## config.mk

```make
export PLATFORM = sky130hd
export DESIGN_NAME = hexapod_gait_sequencer
export DESIGN_NICKNAME = d
export VERILOG_FILES = /design/src/hw/rtl/hgs_pkg.sv /design/src/hw/rtl/hexapod_gait_sequencer.sv /design/src/hw/rtl/hgs_cfg_regs.sv /design/src/hw/rtl/hgs_front.sv /design/src/hw/rtl/hgs_cmd_queue.sv /design/src/hw/rtl/hgs_back.sv
export SDC_FILE = /design/constraint.sdc
export NUM_CORES = 1
export LEC_CHECK = 0
export ABC_AREA = 1
export BUFFER_PORTS_ARGS = -buffer_cell sky130_fd_sc_hd__buf_2
export CAP_MARGIN = 10
export CORE_MARGIN = 1.5
export CORE_UTILIZATION = 25
export DETAILED_ROUTE_END_ITERATION = 7
export HOLD_SLACK_MARGIN = 0.15
export PLACE_DENSITY = 0.44
export SYNTH_ARGS = -nofsm -noshare
export SYNTH_HDL_FRONTEND = slang
export SYNTH_SLANG_ARGS = --single-unit
```

## constraint.sdc

```tcl
create_clock -name i_clk -period 6.4 [get_ports i_clk]
set_input_delay 0.96 -clock i_clk [delete_from_list [all_inputs] [get_ports i_clk]]
set_output_delay 0.96 -clock i_clk [all_outputs]
set_load 0.01 [all_outputs]
```

## src/hw/rtl/hgs_pkg.sv

```systemverilog
// ----------------------------------------------------------------------------
// hgs_pkg: shared types and constants of the hexapod gait sequencer
// Command codes, register map, configuration and queued command types.
// ----------------------------------------------------------------------------
package hgs_pkg;

    localparam int CHANNELS_DEF   = 12;
    localparam int PULSE_BITS_DEF = 12;

    localparam int FUNC_W    = 3;
    localparam int LEG_W     = 3;
    localparam int MASK_W    = 6;
    localparam int OFS_W     = 12;
    localparam int HOLD_W    = 11;
    localparam int NEUTRAL_W = 12;
    localparam int TRIM_W    = 48;
    localparam int REV_W     = 12;
    localparam int AMT_W     = 11;

    localparam int IN_DATA_W  = 40;
    localparam int APB_DATA_W = 64;
    localparam int APB_ADDR_W = 6;

    localparam int QUEUE_DEPTH = 2;

    localparam logic [HOLD_W-1:0] HOLD_SHORT  = 11'd60;
    localparam logic [HOLD_W-1:0] HOLD_MEDIUM = 11'd100;
    localparam logic [HOLD_W-1:0] HOLD_HOME   = 11'd2000;

    localparam logic [NEUTRAL_W-1:0] NEUTRAL_RST   = 12'd1500;
    localparam logic [TRIM_W-1:0]    TRIM_LOW_RST  = 48'd226500402012752;
    localparam logic [TRIM_W-1:0]    TRIM_HIGH_RST = 48'd109954618904576;
    localparam logic [REV_W-1:0]     REVERSE_RST   = 12'hCCC;
    localparam logic [AMT_W-1:0]     WAVE_LIFT_RST     = 11'd600;
    localparam logic [AMT_W-1:0]     WAVE_STRIDE_RST   = 11'd100;
    localparam logic [AMT_W-1:0]     TRIPOD_LIFT_RST   = 11'd800;
    localparam logic [AMT_W-1:0]     TRIPOD_STRIDE_RST = 11'd400;

    typedef enum logic [FUNC_W-1:0] {
        FN_HOME   = 3'd0,
        FN_WAVE   = 3'd1,
        FN_RIPPLE = 3'd2,
        FN_TRIPOD = 3'd3,
        FN_PLACE  = 3'd4
    } t_func;

    typedef enum logic [2:0] {
        REG_NEUTRAL       = 3'd0,
        REG_TRIM_LOW      = 3'd1,
        REG_TRIM_HIGH     = 3'd2,
        REG_REVERSE       = 3'd3,
        REG_WAVE_LIFT     = 3'd4,
        REG_WAVE_STRIDE   = 3'd5,
        REG_TRIPOD_LIFT   = 3'd6,
        REG_TRIPOD_STRIDE = 3'd7
    } t_reg;

    typedef struct packed {
        logic [NEUTRAL_W-1:0] neutral_pulse;
        logic [TRIM_W-1:0]    trim_low;
        logic [TRIM_W-1:0]    trim_high;
        logic [REV_W-1:0]     reverse_mask;
        logic [AMT_W-1:0]     wave_lift;
        logic [AMT_W-1:0]     wave_stride;
        logic [AMT_W-1:0]     tripod_lift;
        logic [AMT_W-1:0]     tripod_stride;
    } t_cfg;

    typedef struct packed {
        t_func                    func;
        logic [LEG_W-1:0]         leg;
        logic [MASK_W-1:0]        fmask;
        logic signed [OFS_W-1:0]  coxa_ofs;
        logic signed [OFS_W-1:0]  tibia_ofs;
    } t_cmd;

endpackage

```

## src/hw/rtl/hexapod_gait_sequencer.sv

```systemverilog
// ----------------------------------------------------------------------------
// hexapod_gait_sequencer: six-leg servo gait sequencer
// A command transfer goes into the queue; execution loads it while idle and registers each result.
// Throughput: one result per cycle while the result side does not stall; a command
// occupies the execution side for one channel sweep per frame (one frame for home,
// three for the other commands), through the single per-channel update unit. Commands queue two deep.
// Reset: synchronous, active low; widths to 1500, registers to defaults.
// ----------------------------------------------------------------------------
module hexapod_gait_sequencer #(
    parameter int CHANNELS   = hgs_pkg::CHANNELS_DEF,
    parameter int PULSE_BITS = hgs_pkg::PULSE_BITS_DEF,
    localparam int CH_W       = $clog2(CHANNELS),
    localparam int OUT_DATA_W = ((CH_W + PULSE_BITS + hgs_pkg::HOLD_W + 7) / 8) * 8
) (
    input  logic                             i_clk,
    input  logic                             i_rst_n,
    input  logic                             s_axis_tvalid,
    output logic                             s_axis_tready,
    // leg, forward_mask, coxa_ofs, tibia_ofs, zero pad
    input  logic [hgs_pkg::IN_DATA_W-1:0]    s_axis_tdata,
    // func
    input  logic [hgs_pkg::FUNC_W-1:0]       s_axis_tuser,
    output logic                             m_axis_tvalid,
    input  logic                             m_axis_tready,
    // channel, pulse_width, hold_ms, zero pad
    output logic [OUT_DATA_W-1:0]            m_axis_tdata,
    // frame_end
    output logic [0:0]                       m_axis_tuser,
    output logic                             m_axis_tlast,
    input  logic                             psel,
    input  logic                             penable,
    input  logic                             pwrite,
    input  logic [hgs_pkg::APB_ADDR_W-1:0]   paddr,
    input  logic [hgs_pkg::APB_DATA_W-1:0]   pwdata,
    output logic [hgs_pkg::APB_DATA_W-1:0]   prdata,
    output logic                             pready
);

    hgs_pkg::t_cfg              w_cfg;
    hgs_pkg::t_cmd              w_push_cmd;
    hgs_pkg::t_cmd              w_head_cmd;
    logic                       w_push;
    logic                       w_full;
    logic                       w_pop;
    logic                       w_empty;
    logic [CH_W-1:0]            w_channel;
    logic [PULSE_BITS-1:0]      w_pulse;
    logic [hgs_pkg::HOLD_W-1:0] w_hold;
    logic                       w_frame_end;

    hgs_cfg_regs u_cfg (
        .i_clk   (i_clk),
        .i_rst_n (i_rst_n),
        .psel    (psel),
        .penable (penable),
        .pwrite  (pwrite),
        .paddr   (paddr),
        .pwdata  (pwdata),
        .prdata  (prdata),
        .pready  (pready),
        .o_cfg   (w_cfg)
    );

    hgs_front #(
        .LEGS (CHANNELS / 2)
    ) u_front (
        .s_axis_tvalid (s_axis_tvalid),
        .s_axis_tready (s_axis_tready),
        .s_axis_tdata  (s_axis_tdata),
        .s_axis_tuser  (s_axis_tuser),
        .i_q_full      (w_full),
        .o_push        (w_push),
        .o_cmd         (w_push_cmd)
    );

    hgs_cmd_queue u_queue (
        .i_clk   (i_clk),
        .i_rst_n (i_rst_n),
        .i_push  (w_push),
        .i_cmd   (w_push_cmd),
        .o_full  (w_full),
        .i_pop   (w_pop),
        .o_empty (w_empty),
        .o_cmd   (w_head_cmd)
    );

    hgs_back #(
        .CHANNELS   (CHANNELS),
        .PULSE_BITS (PULSE_BITS)
    ) u_back (
        .i_clk       (i_clk),
        .i_rst_n     (i_rst_n),
        .i_cfg       (w_cfg),
        .i_q_empty   (w_empty),
        .i_q_cmd     (w_head_cmd),
        .o_q_pop     (w_pop),
        .o_valid     (m_axis_tvalid),
        .i_ready     (m_axis_tready),
        .o_channel   (w_channel),
        .o_pulse     (w_pulse),
        .o_hold      (w_hold),
        .o_frame_end (w_frame_end),
        .o_last      (m_axis_tlast)
    );

    assign m_axis_tdata = OUT_DATA_W'({w_hold, w_pulse, w_channel});
    assign m_axis_tuser = w_frame_end;

    a_last_ends_frame: assert property (@(posedge i_clk) disable iff (!i_rst_n)
        m_axis_tvalid && m_axis_tlast |-> m_axis_tuser[0])
        else $error("command end not on a frame end");

    a_frame_end_channel: assert property (@(posedge i_clk) disable iff (!i_rst_n)
        m_axis_tvalid && m_axis_tuser[0] |-> w_channel == CH_W'(CHANNELS - 1))
        else $error("frame end on wrong channel");

    a_frame_continues: assert property (@(posedge i_clk) disable iff (!i_rst_n)
        m_axis_tvalid && m_axis_tready && !m_axis_tuser[0] |=>
        m_axis_tvalid && (w_channel == CH_W'($past(w_channel) + 1'b1)))
        else $error("frame interrupted or channel skipped");

endmodule

```

## src/hw/rtl/hgs_cfg_regs.sv

```systemverilog
// ----------------------------------------------------------------------------
// hgs_cfg_regs: APB configuration registers
// Eight registers at 8-byte spacing, zero-wait writes and reads.
// ----------------------------------------------------------------------------
module hgs_cfg_regs (
    input  logic                             i_clk,
    input  logic                             i_rst_n,
    input  logic                             psel,
    input  logic                             penable,
    input  logic                             pwrite,
    input  logic [hgs_pkg::APB_ADDR_W-1:0]   paddr,
    input  logic [hgs_pkg::APB_DATA_W-1:0]   pwdata,
    output logic [hgs_pkg::APB_DATA_W-1:0]   prdata,
    output logic                             pready,
    output hgs_pkg::t_cfg                    o_cfg
);

    hgs_pkg::t_cfg r_cfg;
    hgs_pkg::t_reg w_idx;
    logic          w_wr;

    assign pready = 1'b1;
    assign w_idx  = hgs_pkg::t_reg'(paddr[5:3]);
    assign w_wr   = psel & penable & pwrite & pready;
    assign o_cfg  = r_cfg;

    always_ff @(posedge i_clk) begin
        if (!i_rst_n) begin
            r_cfg.neutral_pulse <= hgs_pkg::NEUTRAL_RST;
            r_cfg.trim_low      <= hgs_pkg::TRIM_LOW_RST;
            r_cfg.trim_high     <= hgs_pkg::TRIM_HIGH_RST;
            r_cfg.reverse_mask  <= hgs_pkg::REVERSE_RST;
            r_cfg.wave_lift     <= hgs_pkg::WAVE_LIFT_RST;
            r_cfg.wave_stride   <= hgs_pkg::WAVE_STRIDE_RST;
            r_cfg.tripod_lift   <= hgs_pkg::TRIPOD_LIFT_RST;
            r_cfg.tripod_stride <= hgs_pkg::TRIPOD_STRIDE_RST;
        end else if (w_wr) begin
            unique case (w_idx)
                hgs_pkg::REG_NEUTRAL: begin
                    r_cfg.neutral_pulse <= pwdata[hgs_pkg::NEUTRAL_W-1:0];
                end
                hgs_pkg::REG_TRIM_LOW: begin
                    r_cfg.trim_low <= pwdata[hgs_pkg::TRIM_W-1:0];
                end
                hgs_pkg::REG_TRIM_HIGH: begin
                    r_cfg.trim_high <= pwdata[hgs_pkg::TRIM_W-1:0];
                end
                hgs_pkg::REG_REVERSE: begin
                    r_cfg.reverse_mask <= pwdata[hgs_pkg::REV_W-1:0];
                end
                hgs_pkg::REG_WAVE_LIFT: begin
                    r_cfg.wave_lift <= pwdata[hgs_pkg::AMT_W-1:0];
                end
                hgs_pkg::REG_WAVE_STRIDE: begin
                    r_cfg.wave_stride <= pwdata[hgs_pkg::AMT_W-1:0];
                end
                hgs_pkg::REG_TRIPOD_LIFT: begin
                    r_cfg.tripod_lift <= pwdata[hgs_pkg::AMT_W-1:0];
                end
                hgs_pkg::REG_TRIPOD_STRIDE: begin
                    r_cfg.tripod_stride <= pwdata[hgs_pkg::AMT_W-1:0];
                end
            endcase
        end
    end

    always_comb begin
        unique case (w_idx)
            hgs_pkg::REG_NEUTRAL:       prdata = hgs_pkg::APB_DATA_W'(r_cfg.neutral_pulse);
            hgs_pkg::REG_TRIM_LOW:      prdata = hgs_pkg::APB_DATA_W'(r_cfg.trim_low);
            hgs_pkg::REG_TRIM_HIGH:     prdata = hgs_pkg::APB_DATA_W'(r_cfg.trim_high);
            hgs_pkg::REG_REVERSE:       prdata = hgs_pkg::APB_DATA_W'(r_cfg.reverse_mask);
            hgs_pkg::REG_WAVE_LIFT:     prdata = hgs_pkg::APB_DATA_W'(r_cfg.wave_lift);
            hgs_pkg::REG_WAVE_STRIDE:   prdata = hgs_pkg::APB_DATA_W'(r_cfg.wave_stride);
            hgs_pkg::REG_TRIPOD_LIFT:   prdata = hgs_pkg::APB_DATA_W'(r_cfg.tripod_lift);
            hgs_pkg::REG_TRIPOD_STRIDE: prdata = hgs_pkg::APB_DATA_W'(r_cfg.tripod_stride);
        endcase
    end

endmodule

```

## src/hw/rtl/hgs_front.sv

```systemverilog
// ----------------------------------------------------------------------------
// hgs_front: command intake
// Takes commands off the input stream, drops ignored ones, forwards the rest.
// ----------------------------------------------------------------------------
module hgs_front #(
    parameter int LEGS = hgs_pkg::CHANNELS_DEF / 2
) (
    input  logic                            s_axis_tvalid,
    output logic                            s_axis_tready,
    // leg, forward_mask, coxa_ofs, tibia_ofs, zero pad
    input  logic [hgs_pkg::IN_DATA_W-1:0]   s_axis_tdata,
    // func
    input  logic [hgs_pkg::FUNC_W-1:0]      s_axis_tuser,
    input  logic                            i_q_full,
    output logic                            o_push,
    output hgs_pkg::t_cmd                   o_cmd
);

    logic          w_take;
    logic          w_keep;
    hgs_pkg::t_func w_func;

    assign s_axis_tready = !i_q_full;
    assign w_take        = s_axis_tvalid & s_axis_tready;
    assign w_func        = hgs_pkg::t_func'(s_axis_tuser);

    always_comb begin
        unique case (w_func) inside
            hgs_pkg::FN_HOME, hgs_pkg::FN_TRIPOD: begin
                w_keep = 1'b1;
            end
            hgs_pkg::FN_WAVE, hgs_pkg::FN_RIPPLE, hgs_pkg::FN_PLACE: begin
                w_keep = ({5'd0, s_axis_tdata[2:0]} < 8'(LEGS));
            end
            default: begin
                w_keep = 1'b0;
            end
        endcase
    end

    assign o_push          = w_take & w_keep;
    assign o_cmd.func      = w_func;
    assign o_cmd.leg       = s_axis_tdata[2:0];
    assign o_cmd.fmask     = s_axis_tdata[8:3];
    assign o_cmd.coxa_ofs  = s_axis_tdata[20:9];
    assign o_cmd.tibia_ofs = s_axis_tdata[32:21];

endmodule

```

## src/hw/rtl/hgs_cmd_queue.sv

```systemverilog
// ----------------------------------------------------------------------------
// hgs_cmd_queue: command queue
// Short FIFO between intake and execution.
// ----------------------------------------------------------------------------
module hgs_cmd_queue (
    input  logic           i_clk,
    input  logic           i_rst_n,
    input  logic           i_push,
    input  hgs_pkg::t_cmd  i_cmd,
    output logic           o_full,
    input  logic           i_pop,
    output logic           o_empty,
    output hgs_pkg::t_cmd  o_cmd
);

    localparam int DEPTH = hgs_pkg::QUEUE_DEPTH;
    localparam int PTR_W = (DEPTH > 1) ? $clog2(DEPTH) : 1;
    localparam int CNT_W = $clog2(DEPTH + 1);

    hgs_pkg::t_cmd     r_mem [DEPTH];
    logic [PTR_W-1:0]  r_wr;
    logic [PTR_W-1:0]  r_rd;
    logic [CNT_W-1:0]  r_cnt;

    assign o_full  = (r_cnt == CNT_W'(DEPTH));
    assign o_empty = (r_cnt == '0);
    assign o_cmd   = r_mem[r_rd];

    always_ff @(posedge i_clk) begin
        if (i_push) begin
            r_mem[r_wr] <= i_cmd;
        end
    end

    always_ff @(posedge i_clk) begin
        if (!i_rst_n) begin
            r_wr  <= '0;
            r_rd  <= '0;
            r_cnt <= '0;
        end else begin
            if (i_push) begin
                r_wr <= (r_wr == PTR_W'(DEPTH - 1)) ? '0 : r_wr + 1'b1;
            end
            if (i_pop) begin
                r_rd <= (r_rd == PTR_W'(DEPTH - 1)) ? '0 : r_rd + 1'b1;
            end
            if (i_push && !i_pop) begin
                r_cnt <= r_cnt + 1'b1;
            end else if (i_pop && !i_push) begin
                r_cnt <= r_cnt - 1'b1;
            end
        end
    end

endmodule

```

## src/hw/rtl/hgs_back.sv

```systemverilog
// ----------------------------------------------------------------------------
// hgs_back: command execution
// Sweeps the channels once per frame through one shared update unit,
// writes each new width back and registers it as a result.
// ----------------------------------------------------------------------------
module hgs_back #(
    parameter int CHANNELS   = hgs_pkg::CHANNELS_DEF,
    parameter int PULSE_BITS = hgs_pkg::PULSE_BITS_DEF
) (
    input  logic                            i_clk,
    input  logic                            i_rst_n,
    input  hgs_pkg::t_cfg                   i_cfg,
    input  logic                            i_q_empty,
    input  hgs_pkg::t_cmd                   i_q_cmd,
    output logic                            o_q_pop,
    output logic                            o_valid,
    input  logic                            i_ready,
    output logic [$clog2(CHANNELS)-1:0]     o_channel,
    output logic [PULSE_BITS-1:0]           o_pulse,
    output logic [hgs_pkg::HOLD_W-1:0]      o_hold,
    output logic                            o_frame_end,
    output logic                            o_last
);

    localparam int CH_W      = $clog2(CHANNELS);
    localparam int BASE_W    = (PULSE_BITS > hgs_pkg::NEUTRAL_W) ? PULSE_BITS
                                                                 : hgs_pkg::NEUTRAL_W;
    localparam int SUM_W     = BASE_W + 3;
    localparam int PULSE_MAX = (1 << PULSE_BITS) - 1;
    localparam int TRIM_CH   = 12;

    localparam logic signed [SUM_W-1:0] SUM_MAX   = SUM_W'(PULSE_MAX);
    localparam logic [PULSE_BITS-1:0]   SERVO_RST = PULSE_BITS'(1500);

    localparam logic [1:0] PH_LIFT  = 2'd0;
    localparam logic [1:0] PH_SWING = 2'd1;
    localparam logic [1:0] PH_SET   = 2'd2;

    typedef enum logic {ST_IDLE, ST_RUN} t_state;

    t_state                    r_state;
    hgs_pkg::t_cmd             r_cmd;
    logic [1:0]                r_phase;
    logic [CH_W-1:0]           r_ch;
    logic [PULSE_BITS-1:0]     r_servo [CHANNELS];
    logic                      r_valid;
    logic [CH_W-1:0]           r_channel;
    logic [PULSE_BITS-1:0]     r_pulse;
    logic [hgs_pkg::HOLD_W-1:0] r_hold;
    logic                      r_frame_end;
    logic                      r_last;

    logic [7:0]                w_ch8;
    logic [7:0]                w_leg8;
    logic                      w_tib;
    logic                      w_sel;
    logic                      w_mbit;
    logic [PULSE_BITS-1:0]     w_cur;
    logic                      w_upd;
    logic                      w_from_servo;
    logic signed [SUM_W-1:0]   w_amt;
    logic [hgs_pkg::HOLD_W-1:0] w_hold;
    logic signed [7:0]         w_trim;
    logic                      w_neg;
    logic signed [SUM_W-1:0]   w_amt_s;
    logic signed [SUM_W-1:0]   w_base;
    logic signed [SUM_W-1:0]   w_sum;
    logic [PULSE_BITS-1:0]     w_sat;
    logic [PULSE_BITS-1:0]     w_new;
    logic                      w_last_ch;
    logic [1:0]                w_final_ph;
    logic                      w_adv;

    assign w_ch8  = 8'(r_ch);
    assign w_leg8 = w_ch8 >> 1;
    assign w_tib  = r_ch[0];
    assign w_sel  = (w_leg8 == {5'd0, r_cmd.leg});
    assign w_mbit = (w_leg8 < 8'd6) && r_cmd.fmask[w_leg8[2:0]];
    assign w_cur  = r_servo[r_ch];

    // per-channel rule of the current frame
    always_comb begin
        w_upd        = 1'b0;
        w_from_servo = 1'b0;
        w_amt        = '0;
        w_hold       = hgs_pkg::HOLD_SHORT;
        unique case (r_cmd.func) inside
            hgs_pkg::FN_HOME: begin
                w_upd  = 1'b1;
                w_hold = hgs_pkg::HOLD_HOME;
            end
            hgs_pkg::FN_WAVE, hgs_pkg::FN_RIPPLE: begin
                case (r_phase)
                    PH_LIFT: begin
                        w_upd = w_tib && w_sel;
                        w_amt = SUM_W'(i_cfg.wave_lift);
                    end
                    PH_SWING: begin
                        w_upd = !w_tib;
                        if (w_sel) begin
                            w_amt = (r_cmd.func == hgs_pkg::FN_WAVE)
                                  ? SUM_W'(i_cfg.wave_stride) : '0;
                        end else begin
                            w_from_servo = 1'b1;
                            w_amt        = -SUM_W'(i_cfg.wave_stride);
                        end
                        w_hold = (r_cmd.func == hgs_pkg::FN_WAVE)
                               ? hgs_pkg::HOLD_MEDIUM : hgs_pkg::HOLD_SHORT;
                    end
                    default: begin
                        w_upd = w_tib && w_sel;
                    end
                endcase
            end
            hgs_pkg::FN_TRIPOD: begin
                w_hold = hgs_pkg::HOLD_MEDIUM;
                case (r_phase)
                    PH_LIFT: begin
                        w_upd = w_tib && w_mbit;
                        w_amt = SUM_W'(i_cfg.tripod_lift);
                    end
                    PH_SWING: begin
                        w_upd  = !w_tib;
                        w_amt  = w_mbit ? SUM_W'(i_cfg.tripod_stride)
                                        : -SUM_W'(i_cfg.tripod_stride);
                        w_hold = hgs_pkg::HOLD_SHORT;
                    end
                    default: begin
                        w_upd = w_tib && w_mbit;
                    end
                endcase
            end
            hgs_pkg::FN_PLACE: begin
                case (r_phase)
                    PH_LIFT: begin
                        w_upd = w_tib && w_sel;
                        w_amt = SUM_W'(i_cfg.wave_lift);
                    end
                    PH_SWING: begin
                        w_upd = !w_tib && w_sel;
                        w_amt = SUM_W'(r_cmd.coxa_ofs);
                    end
                    default: begin
                        w_upd = w_tib && w_sel;
                        w_amt = SUM_W'(r_cmd.tibia_ofs);
                    end
                endcase
            end
            default: begin
                w_upd = 1'b0;
            end
        endcase
    end

    // trim and direction of the current channel
    always_comb begin
        logic [7:0] k;
        k = w_ch8 - 8'd6;
        if (w_ch8 < 8'd6) begin
            w_trim = $signed(i_cfg.trim_low[w_ch8[2:0]*8 +: 8]);
        end else if (w_ch8 < 8'(TRIM_CH)) begin
            w_trim = $signed(i_cfg.trim_high[k[2:0]*8 +: 8]);
        end else begin
            w_trim = '0;
        end
        w_neg = (w_ch8 < 8'(TRIM_CH)) && i_cfg.reverse_mask[w_ch8[3:0]];
    end

    assign w_amt_s = w_neg ? -w_amt : w_amt;
    assign w_base  = w_from_servo ? SUM_W'(w_cur)
                                  : SUM_W'(i_cfg.neutral_pulse) + SUM_W'(w_trim);
    assign w_sum   = w_base + w_amt_s;

    always_comb begin
        if (w_sum < 0) begin
            w_sat = '0;
        end else if (w_sum > SUM_MAX) begin
            w_sat = PULSE_BITS'(PULSE_MAX);
        end else begin
            w_sat = w_sum[PULSE_BITS-1:0];
        end
    end

    assign w_new      = w_upd ? w_sat : w_cur;
    assign w_last_ch  = (r_ch == CH_W'(CHANNELS - 1));
    assign w_final_ph = (r_cmd.func == hgs_pkg::FN_HOME) ? PH_LIFT : PH_SET;
    assign w_adv      = (r_state == ST_RUN) && (!r_valid || i_ready);
    assign o_q_pop    = (r_state == ST_IDLE) && !i_q_empty;

    always_ff @(posedge i_clk) begin
        if (!i_rst_n) begin
            r_state <= ST_IDLE;
            r_valid <= 1'b0;
            r_phase <= PH_LIFT;
            r_ch    <= '0;
            for (int i = 0; i < CHANNELS; i++) begin
                r_servo[i] <= SERVO_RST;
            end
        end else begin
            if (w_adv) begin
                r_valid <= 1'b1;
            end else if (i_ready) begin
                r_valid <= 1'b0;
            end
            unique case (r_state)
                ST_IDLE: begin
                    if (!i_q_empty) begin
                        r_cmd   <= i_q_cmd;
                        r_phase <= PH_LIFT;
                        r_ch    <= '0;
                        r_state <= ST_RUN;
                    end
                end
                ST_RUN: begin
                    if (w_adv) begin
                        r_servo[r_ch] <= w_new;
                        r_channel     <= r_ch;
                        r_pulse       <= w_new;
                        r_hold        <= w_hold;
                        r_frame_end   <= w_last_ch;
                        r_last        <= w_last_ch && (r_phase == w_final_ph);
                        if (w_last_ch) begin
                            r_ch <= '0;
                            if (r_phase == w_final_ph) begin
                                r_state <= ST_IDLE;
                            end else begin
                                r_phase <= r_phase + 2'd1;
                            end
                        end else begin
                            r_ch <= r_ch + 1'b1;
                        end
                    end
                end
            endcase
        end
    end

    assign o_valid     = r_valid;
    assign o_channel   = r_channel;
    assign o_pulse     = r_pulse;
    assign o_hold      = r_hold;
    assign o_frame_end = r_frame_end;
    assign o_last      = r_last;

endmodule

```

==> out/summary.txt, run 1 <==
Slew headroom - 24.4%
Worst Hold Launch - u_cfg.o_cfg[95]
Synthesized flop and latch total - 503
Post-CTS Hold Buffers - 0
Worst hold path class - flop to flop
Clock power frac - 26.4%
Worst Tran Pin Value - 1.13 ns
Crit end category - flop
FFs w/ async S/R, synth - 0%
Synth area leaders - edfxtp_1 (39%), dfxtp_1 (14%), nand2_1 (7.6%)
Starting Density - 25.3%
Post-route setup TNS - 0 ns
Ys flop type - edfxtp_1
Status - complete, no violations
Final ANT Viol Nets - 0
Clock Pin Slew Worst Setup and Hold Paths - 0.06 ns
Worst clock skew - 0.0835 ns
Adder-Cell Fraction of Synth Area - 2.07%
Final nets - 3117
Routed WL per cell - 19.6 um
Initial DRT Pass Iterations - 5
Finish-stage setup viols - 0
Buffers on Ports - 170
Die Span Y - 319 um
Pwr dens - 420 nW/um^2
Total power - 12.3 mW
Hpwl dp - 60000 um
Max Fanout on Critical Path - 74
Vias - 20200
Largest net degree at the start of global routing - 80
Share of layout cells above drive strength 1 - 13.6%
All-Layer GR Usage - 16.1%
P_int - 7.21 mW
Power share of the combinational group - 41.3%
Root Driver - clkbuf_16
Post-Synth Simple-Gate Area - 15.7%
Final Max Tran Viols - 0
Final hold vios - 0
First-pass GRT wire length - 124000 um
Mapped Cells - 2794
Antenna cells - 0
# rows - 115
Lkg Pwr - 11.3 nW
CTS tree - built
Initial antenna violation count - 2
RSZ-0062 raised after global routing - no
Compound-gate portion of the synthesized area - 17.8%
Post-Syn Area - 24900 um^2
Net Sw Frac - 41.6%
Layout area overhead - 17.8%
Post-synth EDFFs - 323
Grt ovf - 0
Initial DRC Count - 1595
CTS max path bufs - 3
Final period util - 93.8%
Die area - 101000 um^2
Critical path's slowest cell - fa_1
DRC errors left - 0
CP peak stage delay - 0.41 ns
Die width - 319 um
Post-synthesis mux area share - 1.93%
Fmax - 167 MHz
Maxcap violations - 0
Worst Setup SP - u_back.r_ch[0]
Post-synthesis cell type count - 56
Vias per cell - 4.71
WS Path Type - flop to flop
Min cycle time layout - 6.00 ns
Flop pwr share - 32.2%
Psw - 5.13 mW
Register area share after synthesis - 53.4%
Max VDD drop - 416 uV
CTS Buf Count - 60
CP Launch Type - flop
Count leader, synth - nand2_1
Final GP Congestion - 0.858
Yosys synthesis warning count - 0
Leading cell types by count after synthesis - nand2_1 (504), edfxtp_1 (323), a21oi_1 (284)
Reg-to-Reg Start - u_back.r_ch[0]
CP required - 6.81 ns
Largest family of logic cells by synthesized area - compound AO/OA/AOI/OAI gates
CTS HTree Levels - 2
Num ports - 221
Xor/xnor cell area share of the yosys netlist - 1.16%
Leading area contributor after synthesis - edfxtp_1
Share of the synthesized area in the top cell type - 39.0%
Clk Latency, worst-skew pair - 0.68 ns
Avg Cell Area, Syn - 8.91 um^2
Final wirelength - 84200 um
Core Box Area - 98600 um^2
Crit path DAT - 6.41 ns
Vias in the first global route - 18900
Sinks on Clock Net - 503
==> worst paths after layout <==
kind	endpoint	slack [ns]	cells past startpoint
setup / recovery	u_back.r_servo[10][9]	0.40	34
hold / removal	u_cfg.o_cfg[95]	0.47	2
setup reg to reg	u_back.r_servo[10][9]	0.40	34
hold reg to reg	u_cfg.o_cfg[95]	0.47	2
==> final cells by class <==
| cell class | instances | area (um^2) |
|---|---|---|
| fill | 10400 | 69200 |
| timing repair buffer | 261 | 1660 |
| multi-input combinational | 1845 | 9790 |
| sequential | 503 | 13300 |
| clock buffer | 72 | 1590 |
| clock inverter | 42 | 295 |
| inverter | 286 | 1080 |
| tap | 1287 | 1610 |
==> flip-flops by register name, summed over array words and instances, names as in the netlist, named ones only <==
register and flops:
u_queue.r_mem 72, u_back.r_phase 2, u_back.o_last 1, u_back.o_hold 5
u_back.r_state 1, u_queue.r_cnt 2, u_back.r_cmd 36, u_cfg.o_cfg 164
u_back.o_valid 1, u_back.o_channel 4, u_queue.r_wr 1, u_back.o_pulse 12
u_back.o_frame_end 1, u_back.r_servo 192, u_queue.r_rd 1, u_back.r_ch 4
==> routing by layer <==
layer  wire length [um]  global-route usage [%]
met4               2200                    4.57
met1              38700                    21.9
met2              39300                    26.3
met3               4010                    2.47
met5                  0                       0
==> metrics by stage <==
stage	cells	setup WS [ns]	hold slack [ns]	cell area, um^2	utilization, %
after floorplan	2816	0.586	0.409	25000	-
after global placement	4163	0.177	0.462	27200	27.6
after detailed placement	4163	0.188	0.463	27200	27.6
after CTS	4277	0.141	0.423	29100	29.5
after global routing	4296	0.00189	0.445	29300	29.8
final	4296	0.396	0.473	29300	29.8
==> power by group through the flow <==
stage | registers (mW) | logic [mW] | clock network (mW)
2_1_floorplan | 3.94 | 3.57 | 0
5_1_grt | 4.00 | 5.65 | 3.47
3_5_place_dp | 4.04 | 4.92 | 0
6_report | 3.97 | 5.10 | 3.26
4_1_cts | 3.98 | 4.94 | 3.35
3_3_place_gp | 4.04 | 4.93 | 0
==> cell usage in the layout, fill, tap and decap left out, types with 35 or more instances in the layout <==
| cell | Yosys | final |
|---|---|---|
| a21oi_1 | 284 | 284 |
| dfxtp_1 | 180 | 177 |
| o22ai_1 | 35 | 35 |
| o21ai_0 | 282 | 282 |
| edfxtp_1 | 323 | 323 |
| nand2_1 | 504 | 502 |
| buf_2 | 9 | 169 |
| ha_1 | 38 | 38 |
| clkbuf_16 | 0 | 60 |
| nand3_1 | 192 | 192 |
| buf_4 | 36 | 82 |
| inv_1 | 279 | 278 |
| nor2_1 | 190 | 184 |
| mux2i_1 | 48 | 48 |
| o211ai_1 | 74 | 74 |
==> timing repair <==
action,CTS,global route
resized for setup,0,7
buffers inserted,0,18
setup endpoints to repair,0,104
==> cells by family after synthesis <==
kind of cell    count (synthesis)
flops                         503
simple gates                  938
mux                            48
fa+ha+maj                      40
compound gates                763
other cells                     2
xor+xnor                       32
buf+inv                       468
==> worst max-delay path, delay by kind of cell, from the launching register on <==
kind	cells	cell delay (ns)
buf+inv	5	0.90
simple gates	13	1.25
fa+ha+maj	3	1.02
flops	1	0.37
compound gates	13	2.14
Note: power is estimated with default switching activity, not from simulation.
==> run 2: changes to the inputs <==
--- a/config.mk
+++ b/config.mk
@@ -6,13 +6,16 @@
 export NUM_CORES = 1
 export LEC_CHECK = 0
 export ABC_AREA = 1
+export ABC_CLOCK_PERIOD_IN_PS = 4800
 export BUFFER_PORTS_ARGS = -buffer_cell sky130_fd_sc_hd__buf_2
 export CAP_MARGIN = 10
+export CELL_PAD_IN_SITES_DETAIL_PLACEMENT = 2
+export CELL_PAD_IN_SITES_GLOBAL_PLACEMENT = 2
 export CORE_MARGIN = 1.5
 export CORE_UTILIZATION = 25
 export DETAILED_ROUTE_END_ITERATION = 7
 export HOLD_SLACK_MARGIN = 0.15
-export PLACE_DENSITY = 0.44
+export PLACE_DENSITY = 0.64
 export SYNTH_ARGS = -nofsm -noshare
 export SYNTH_HDL_FRONTEND = slang
 export SYNTH_SLANG_ARGS = --single-unit
==> constraint.sdc (replaced) <==
create_clock -name i_clk -period 4.8 [get_ports i_clk]
set_input_delay 0.72 -clock i_clk [delete_from_list [all_inputs] [get_ports i_clk]]
set_output_delay 0.72 -clock i_clk [all_outputs]
set_load 0.01 [all_outputs]
==> run 2 against run 1 <==
Compared with the run above:
- hold slack worse by 0.23 ns
- final cell count up 6.1%
- core utilization up 3.6 points
- the flow now finishes with violations (setup timing)
- critical path depth down 1
- largest cell class unchanged
- final area is 12% higher
- highest routed layer is now met5
- via count up 11%
- largest power group unchanged
- fmax is 7.1% higher
- clock skew fell by 0.056 ns
==> out/summary.txt, run 2 (synthesized netlist as in run 1, its figures left out) <==
Status - complete, but fails checks
Failing checks - setup timing
Final worst slack - -0.805 ns
Crit end category - flop
Commonest non-fill, non-tap cell in the layout - nand2_1
Final wirelength - 106000 um
Vias per cell - 4.94
Largest net degree at the start of global routing - 103
Crit path DAT - 5.97 ns
Reg with most FFs - u_back.r_servo
CP top delay family - compound AO/OA/AOI/OAI gates
CP peak stage delay - 0.53 ns
Root Driver - clkbuf_16
Hpwl dp - 77200 um
CTS tree - built
Worst clock skew - 0.0277 ns
Final GP Congestion - 0.870
Max VDD drop - 477 uV
Layout area overhead - 32.0%
Worst hold path class - primary input to flop
Lkg Pwr - 12.9 nW
Initial antenna violation count - 4
All-Layer GR Usage - 20.4%
DRC errors left - 0
Post-CTS Hold Buffers - 0
# rows - 115
CP Launch Type - flop
Total power - 20.4 mW
Initial DRC Count - 1037
WS Path Type - flop to flop
First-pass GRT wire length - 158000 um
Largest register FFs - 192
CTS max path bufs - 3
Clock Pin Slew Worst Setup and Hold Paths - 0.07 ns
CTS HTree Levels - 2
Sinks on Clock Net - 503
Initial DRT Pass Iterations - 5
Final Util - 33.3%
CP required - 5.16 ns
Critical path's slowest cell - dfxtp_4
Routed WL per cell - 23.3 um
Final ANT Viol Nets - 0
Dpl cells - 4411
Worst hold margin - 0.247 ns
Buffers on Ports - 170
Fmax - 178 MHz
RSZ-0062 raised after global routing - yes
Worst Setup SP - u_back.r_ch[0]
Die width - 319 um
Final Max Tran Viols - 0
Reg-to-Reg Start - u_back.r_ch[0]
WP buf/inv - 8
Worst Tran Pin Value - 1.12 ns
Die area - 101000 um^2
Clk Latency, worst-skew pair - 0.66 ns
Most frequent cells in the layout - nand2_1 (486), edfxtp_1 (323), buf_4 (309)
Vias in the first global route - 24700
Min cycle time layout - 5.60 ns
Pwr dens - 622 nW/um^2
Vias - 22500
Die Span Y - 319 um
Final cell count without fillers - 4557
Maxcap violations - 0
Starting Density - 25.3%
Final nets - 3381
Slew headroom - 25.1%
Final hold vios - 0
Grt ovf - 0
Num ports - 221
Core Box Area - 98600 um^2
CTS Buf Count - 59
Max Fanout on Critical Path - 7
Final period util - 117%
Finish-stage setup viols - 204
Worst Hold Launch - s_axis_tdata[22]
Share of layout cells above drive strength 1 - 26.6%
run 2: cell count changes in the layout (fill, tap and decap cells not counted), moves of 8 or more:
cell,previous run,this run
nand2_8,0,8
o21ai_0,282,260
buf_4,82,309
nand2_1,502,486
nand3_1,192,121
a21oi_1,284,209
clkinv_2,18,7
buf_6,0,11
buf_12,10,28
o21ai_1,2,18
nand3_2,5,74
a21oi_2,0,69
run 2: layer usage:
layer  track usage (%)  routed length (um)
met2              36.7               54300
met4              5.76                2510
met5                 0                  18
met3              2.16                3040
met1              25.7               46200
run 2: repair_timing:
action	in CTS	in global routing
gates resized for setup	71	93
endpoints found under the setup margin	204	204
cloned	3	6
pin swaps	24	28
buffers inserted	19	10
run 2: path summary, 6_finish.rpt:
check / to / slack [ns] / depth (start not counted)
min reg2reg: u_cfg.o_cfg[70] / 0.49 / 2
min: u_queue.r_mem[0][1] / 0.25 / 1
max: u_back.r_servo[2][11] / -0.80 / 33
max reg2reg: u_back.r_servo[2][11] / -0.80 / 33
run 2: final cells by class:
class,instances,area [um^2]
fillers,10900,65700
flip-flops and latches,503,13300
multi-input cells,1845,10800
repair buffers,524,4020
well taps,1287,1610
clock buffers,75,1600
inverters,286,1090
clock inverters,32,377
repair inverters,2,17.5
diodes,3,7.51
run 2: through the flow:
step | worst slack [ns] | instance area, um^2 | TNS (ns)
floorplan | -0.299 | 25600 | -30.58
global placement | -0.564 | 29800 | -103.97
detailed placement | -0.848 | 29800 | -148.89
CTS | -0.588 | 32300 | -105.60
global route | -1.13 | 32900 | -205.38
finish | -0.805 | 32900 | -146.90
run 2: report_power, final:
group / switching [mW] / total (mW) / internal, mW
combinational: 6.26 / 10.4 / 4.18
clock: 1.93 / 4.70 / 2.77
sequential: 0.219 / 5.30 / 5.08
total: 8.41 / 20.4 / 12.0
